`src/rtl/stls_pkg.sv`:
```
// Package for the sorted-table leftmost search unit.
// Holds widths, field offsets, opcodes and the controller/datapath records.
// Used by every module of the rtl folder except stls_ram.
`default_nettype none

package stls_pkg;

  // Table depth, a power of two; indices wrap modulo the depth.
  localparam int unsigned TABLE_DEPTH = 256;
  localparam int unsigned TABLE_AW    = $clog2(TABLE_DEPTH);

  localparam int unsigned IDX_W = 8;
  localparam int unsigned VAL_W = 32;

  // Slave tdata layout, lowest bit first.
  localparam int unsigned ENTRY_INDEX_LSB = 0;
  localparam int unsigned ENTRY_VALUE_LSB = ENTRY_INDEX_LSB + IDX_W;
  localparam int unsigned SEARCH_KEY_LSB  = ENTRY_VALUE_LSB + VAL_W;
  localparam int unsigned RANGE_LOW_LSB   = SEARCH_KEY_LSB + VAL_W;
  localparam int unsigned RANGE_HIGH_LSB  = RANGE_LOW_LSB + IDX_W;
  localparam int unsigned S_FIELDS_W      = RANGE_HIGH_LSB + IDX_W;
  localparam int unsigned S_TDATA_W       = ((S_FIELDS_W + 7) / 8) * 8;

  // Master tdata layout, lowest bit first.
  localparam int unsigned FOUND_LSB    = 0;
  localparam int unsigned POSITION_LSB = FOUND_LSB + 1;
  localparam int unsigned M_FIELDS_W   = POSITION_LSB + IDX_W;
  localparam int unsigned M_TDATA_W    = ((M_FIELDS_W + 7) / 8) * 8;

  typedef enum logic {
    OP_WRITE  = 1'b0,
    OP_SEARCH = 1'b1
  } opcode_e;

  typedef struct packed {
    logic write;  // store one table entry
    logic load;   // start a search, issue the first probe
    logic step;   // consume probe data, advance the range
    logic emit;   // move the result into the output register
  } stls_cmd_t;

  typedef struct packed {
    logic empty;       // range_high below range_low on the incoming request
    logic last_probe;  // data now returning belongs to the final probe
  } stls_sts_t;

  function automatic logic [TABLE_AW-1:0] to_addr(input logic [IDX_W-1:0] idx);
    logic [31:0] wide;
    wide = 32'(idx);
    return wide[TABLE_AW-1:0];
  endfunction

endpackage

`default_nettype wire

```
`src/rtl/stls_ctrl.sv`:
```
// Controller state machine of the search unit: request and result handshakes.
// Depends on stls_pkg; drives stls_dpath through command records.
`default_nettype none

module stls_ctrl
  import stls_pkg::*;
(
  input  wire logic      clk_i,
  input  wire logic      rst_ni,
  input  wire logic      s_tvalid_i,
  input  wire logic      s_tuser_i,
  output logic           s_tready_o,
  output logic           m_tvalid_o,
  input  wire logic      m_tready_i,
  output stls_cmd_t      cmd_o,
  input  wire stls_sts_t sts_i
);

  typedef enum logic [2:0] {
    ST_IDLE = 3'b001,
    ST_LOOK = 3'b010,
    ST_EMIT = 3'b100
  } state_e;

  state_e state_q, state_d;
  logic   m_valid_q, m_valid_d;
  logic   accept;
  logic   out_free;

  assign s_tready_o = (state_q == ST_IDLE);
  assign accept     = s_tvalid_i & s_tready_o;
  assign out_free   = ~m_valid_q | m_tready_i;

  always_comb begin
    state_d      = state_q;
    m_valid_d    = m_valid_q & ~m_tready_i;
    cmd_o        = '0;
    case (state_q)
      ST_IDLE: begin
        if (accept) begin
          if (opcode_e'(s_tuser_i) == OP_SEARCH) begin
            cmd_o.load = 1'b1;
            state_d    = sts_i.empty ? ST_EMIT : ST_LOOK;
          end else begin
            cmd_o.write = 1'b1;
          end
        end
      end
      ST_LOOK: begin
        cmd_o.step = 1'b1;
        if (sts_i.last_probe) begin
          state_d = ST_EMIT;
        end
      end
      ST_EMIT: begin
        if (out_free) begin
          cmd_o.emit = 1'b1;
          m_valid_d  = 1'b1;
          state_d    = ST_IDLE;
        end
      end
      default: begin
        state_d = ST_IDLE;
      end
    endcase
  end

  always_ff @(posedge clk_i or negedge rst_ni) begin
    if (!rst_ni) begin
      state_q   <= ST_IDLE;
      m_valid_q <= 1'b0;
    end else begin
      state_q   <= state_d;
      m_valid_q <= m_valid_d;
    end
  end

  assign m_tvalid_o = m_valid_q;

endmodule

`default_nettype wire

```
`config.mk`:
```
export PLATFORM = sky130hd
export DESIGN_NAME = stls_ctrl
export DESIGN_NICKNAME = d
export VERILOG_FILES = /design/src/rtl/stls_pkg.sv /design/src/rtl/stls_ctrl.sv
export SDC_FILE = /design/constraint.sdc
export NUM_CORES = 1
export LEC_CHECK = 0
export ABC_AREA = 1
export BUFFER_PORTS_ARGS = -buffer_cell sky130_fd_sc_hd__buf_2
export CAP_MARGIN = 20
export CORE_AREA = 2 2 39 41
export DETAILED_ROUTE_END_ITERATION = 10
export DIE_AREA = 0 0 41 43
export GPL_ROUTABILITY_DRIVEN = 0
export MAX_ROUTING_LAYER = met4
export SLEW_MARGIN = 30
export SYNTH_ARGS = -nofsm -noshare
export SYNTH_HDL_FRONTEND = slang
export SYNTH_SLANG_ARGS = --single-unit
```
`constraint.sdc`:
```
create_clock -name clk_i -period 2.35 [get_ports clk_i]
set_input_delay 0 -clock clk_i [delete_from_list [all_inputs] [get_ports clk_i]]
set_output_delay 0 -clock clk_i [all_outputs]
set_load 0.005 [all_outputs]
```
==> impl_metrics.json <==
{
  "post-synth-top-area-fraction_pct": 30.0,
  "drc": 0,
  "worst_setup_hold_path_clk_slew_ns": 0.04,
  "netlist_area_pre_place_sq_um": 250,
  "grt_usage_pct": 9.19,
  "route.vias.total": 279,
  "ys_seq_area_share_pct": 40.5,
  "worst_ir_drop_vdd_mv": 0.253,
  "synth_largest_area_cell": "dfrtp_1",
  "dieWidth_microns": 41,
  "dr_wl_cell_microns": 8.17,
  "end_kind": "primary output",
  "power.static_leakage_uw": 0.000232,
  "synth.yosys.warnings": 0,
  "cts_buffers": 3,
  "cts-hold-fix-buffers": 2,
  "fin_crit_ns": 1.23,
  "clock_path_buffers": 2,
  "fin_nets": 64,
  "power_switching_uw": 173,
  "first_global_vias": 280,
  "clk_root_buffer_cell": "clkbuf_4",
  "synth_enable_flop_cells": 0,
  "global_route_wire_length_before_repair_microns": 972,
  "drt_first_pass_iters": 2,
  "totalWireLength_microns": 588,
  "timing.setup.critical_path_class": "flip-flop to primary output",
  "antenna_violations_before_repair": 0,
  "globalRoute.totalOverflow": 0,
  "clock_sink_count": 4,
  "finalHoldWorstSlack_ns": 0.0407,
  "critPathRequiredTime_ns": 2.35,
  "detailed_place_hpwl_microns": 464,
  "netlist_instances": 38,
  "cellPowerDensity_mw_per_mm2": 1110,
  "post_route_cells_drive_above_1_share_pct": 37.5,
  "layout-area-overhead-vs-synth_pct": 50.5,
  "pin_count": 13,
  "antenna_cells_inserted": 0,
  "initialDrtViolationCount": 1,
  "timing.final.max_slew_violations": 0,
  "drt-vias-per-instance": 3.88,
  "grt_setup_unrepaired": "no",
  "final-hold-violation-count": 0,
  "syn-num-nets": 45,
  "cp_max_fo": 5,
  "avg_cell_area_syn_sq_um": 6.59,
  "timing_worst_slew_pin_value_ns": 0.156,
  "post-cts-setup-buffer-count": 0,
  "highest_attainable_clock_frequency_ghz": 0.813,
  "ys_ff_latch": 4,
  "tritoncts": "yes",
  "postCtsResizedCells": 0,
  "fp.dieArea_sq_mm": 0.00176,
  "rows": 14,
  "ant_nets": 0,
  "power.combinational.fraction_pct": 46.9,
  "synth.top_cells.by_area": "dfrtp_1, nand2_1, nor2_1",
  "swShare_pct": 41.3,
  "cts_htree_levels": 1,
  "power.share.clock_pct": 23.5,
  "post_synth_num_cell_types": 12,
  "power.share.sequential_pct": 29.6,
  "io_buffer_count": 12,
  "drv.max_cap_violation_count": 0,
  "finalSetupTns_ns": 0,
  "skew_pair_late_insertion_delay_ns": 0.24,
  "synth_flop_cell": "dfrtp_1",
  "hold_path.class": "primary input to flip-flop",
  "report.final.setup_viol": 0,
  "die_y_microns": 43,
  "placeableCoreArea_sq_mm": 0.00138,
  "status": "complete, no violations",
  "max_slew_margin_pct": 89.5,
  "largest_net_degree_at_the_start_of_global_routing": 6,
  "initial_core_util_pct": 18.1,
  "synth_top_cells_by_count": "nand2_1, nor2_1, inv_1, dfrtp_1, nand3_1",
  "critical_path_arrival_ns": 1.23,
  "synth-async-reset-ratio_pct": 100,
  "startpoint_type": "flip-flop",
  "layout_worst_path_cycle_share_pct": 52.3,
  "cell_internal_pwr_uw": 246,
  "final.setup_skew_ns": 0.00569
}
## worst max-delay path, cell delays in order (launching register included)
cell     delay [ns]
dfstp_2        0.54
nand3_2        0.13
inv_1          0.09
nand2_1        0.05
nor2_1         0.07
buf_2          0.11
## power by group through the flow
| stage | Sequential [uW] | Combinational, uW | Clock (uW) |
|---|---|---|---|
| 6_report | 124 | 197 | 98.5 |
| 3_3_place_gp | 125 | 191 | 0 |
| 5_1_grt | 128 | 225 | 100 |
| 3_5_place_dp | 125 | 198 | 0 |
| 2_1_floorplan | 124 | 135 | 0 |
| 4_1_cts | 124 | 200 | 100 |
## cells by family after synthesis
logic type / count (synthesis) / synth area share, %
simple gates: 23 / 41.5
compound gates: 3 / 6.00
flops: 4 / 40.5
buf+inv: 8 / 12.0
## final timing paths
kind	startpoint	slack, ns	end	cells after the start
max in group asynchronous	rst_ni	2.05	state_q[0]	2
min reg2reg	m_tvalid_o	0.55	m_tvalid_o	2
min in group asynchronous	rst_ni	0.09	m_tvalid_o	2
min	sts_i[1]	0.04	state_q[1]	4
max reg2reg	state_q[0]	1.27	state_q[1]	5
max	state_q[0]	1.12	cmd_o[3]	5
## stage by stage
stage / instance area (sq um) / utilization [%] / std cells / total power (uW) / setup slack [ns]
after CTS: 377 / 27.2 / 72 / 425 / 1.11
after detailed placement: 330 / 23.9 / 66 / 323 / 1.27
after global placement: 330 / 23.9 / 66 / 316 / 1.30
after floorplan: 250 / - / 38 / 259 / 1.35
final: 377 / 27.2 / 72 / 419 / 1.12
after global routing: 377 / 27.2 / 72 / 453 / 1.06
## layout make-up
class / instances / area, sq um
clock buffers: 4 / 26.3
fillers: 157 / 1010
inverters: 8 / 30.0
multi-input cells: 26 / 119
flip-flops and latches: 4 / 101
well taps: 16 / 20.0
repair buffers: 14 / 80.1
## registers in the layout (all words and copies together) (netlist names)
| signal | count |
|---|---|
| state_q | 3 |
| m_tvalid_o | 1 |
## cell usage in the layout, fill, tap and decap left out
master / count
buf_2: 12
clkbuf_1: 1
clkbuf_4: 3
dfrtp_1: 3
dfstp_2: 1
dlygate4sd3_1: 2
inv_1: 6
inv_2: 2
nand2_1: 8
nand3_1: 3
nand3_2: 1
nand4_1: 1
nor2_1: 8
nor2_2: 2
o21ai_0: 1
o21ai_1: 2
## per-layer routing
layer / up-vias / GRT usage (%) / part of all wire, %
li1: 154 / - / -
met5: - / - / 0
met4: 0 / 10.0 / 4.6
met3: 4 / 3.14 / 4.3
met2: 4 / 15.6 / 56
met1: 117 / 5.86 / 35
(Power assumes the default switching activity.)
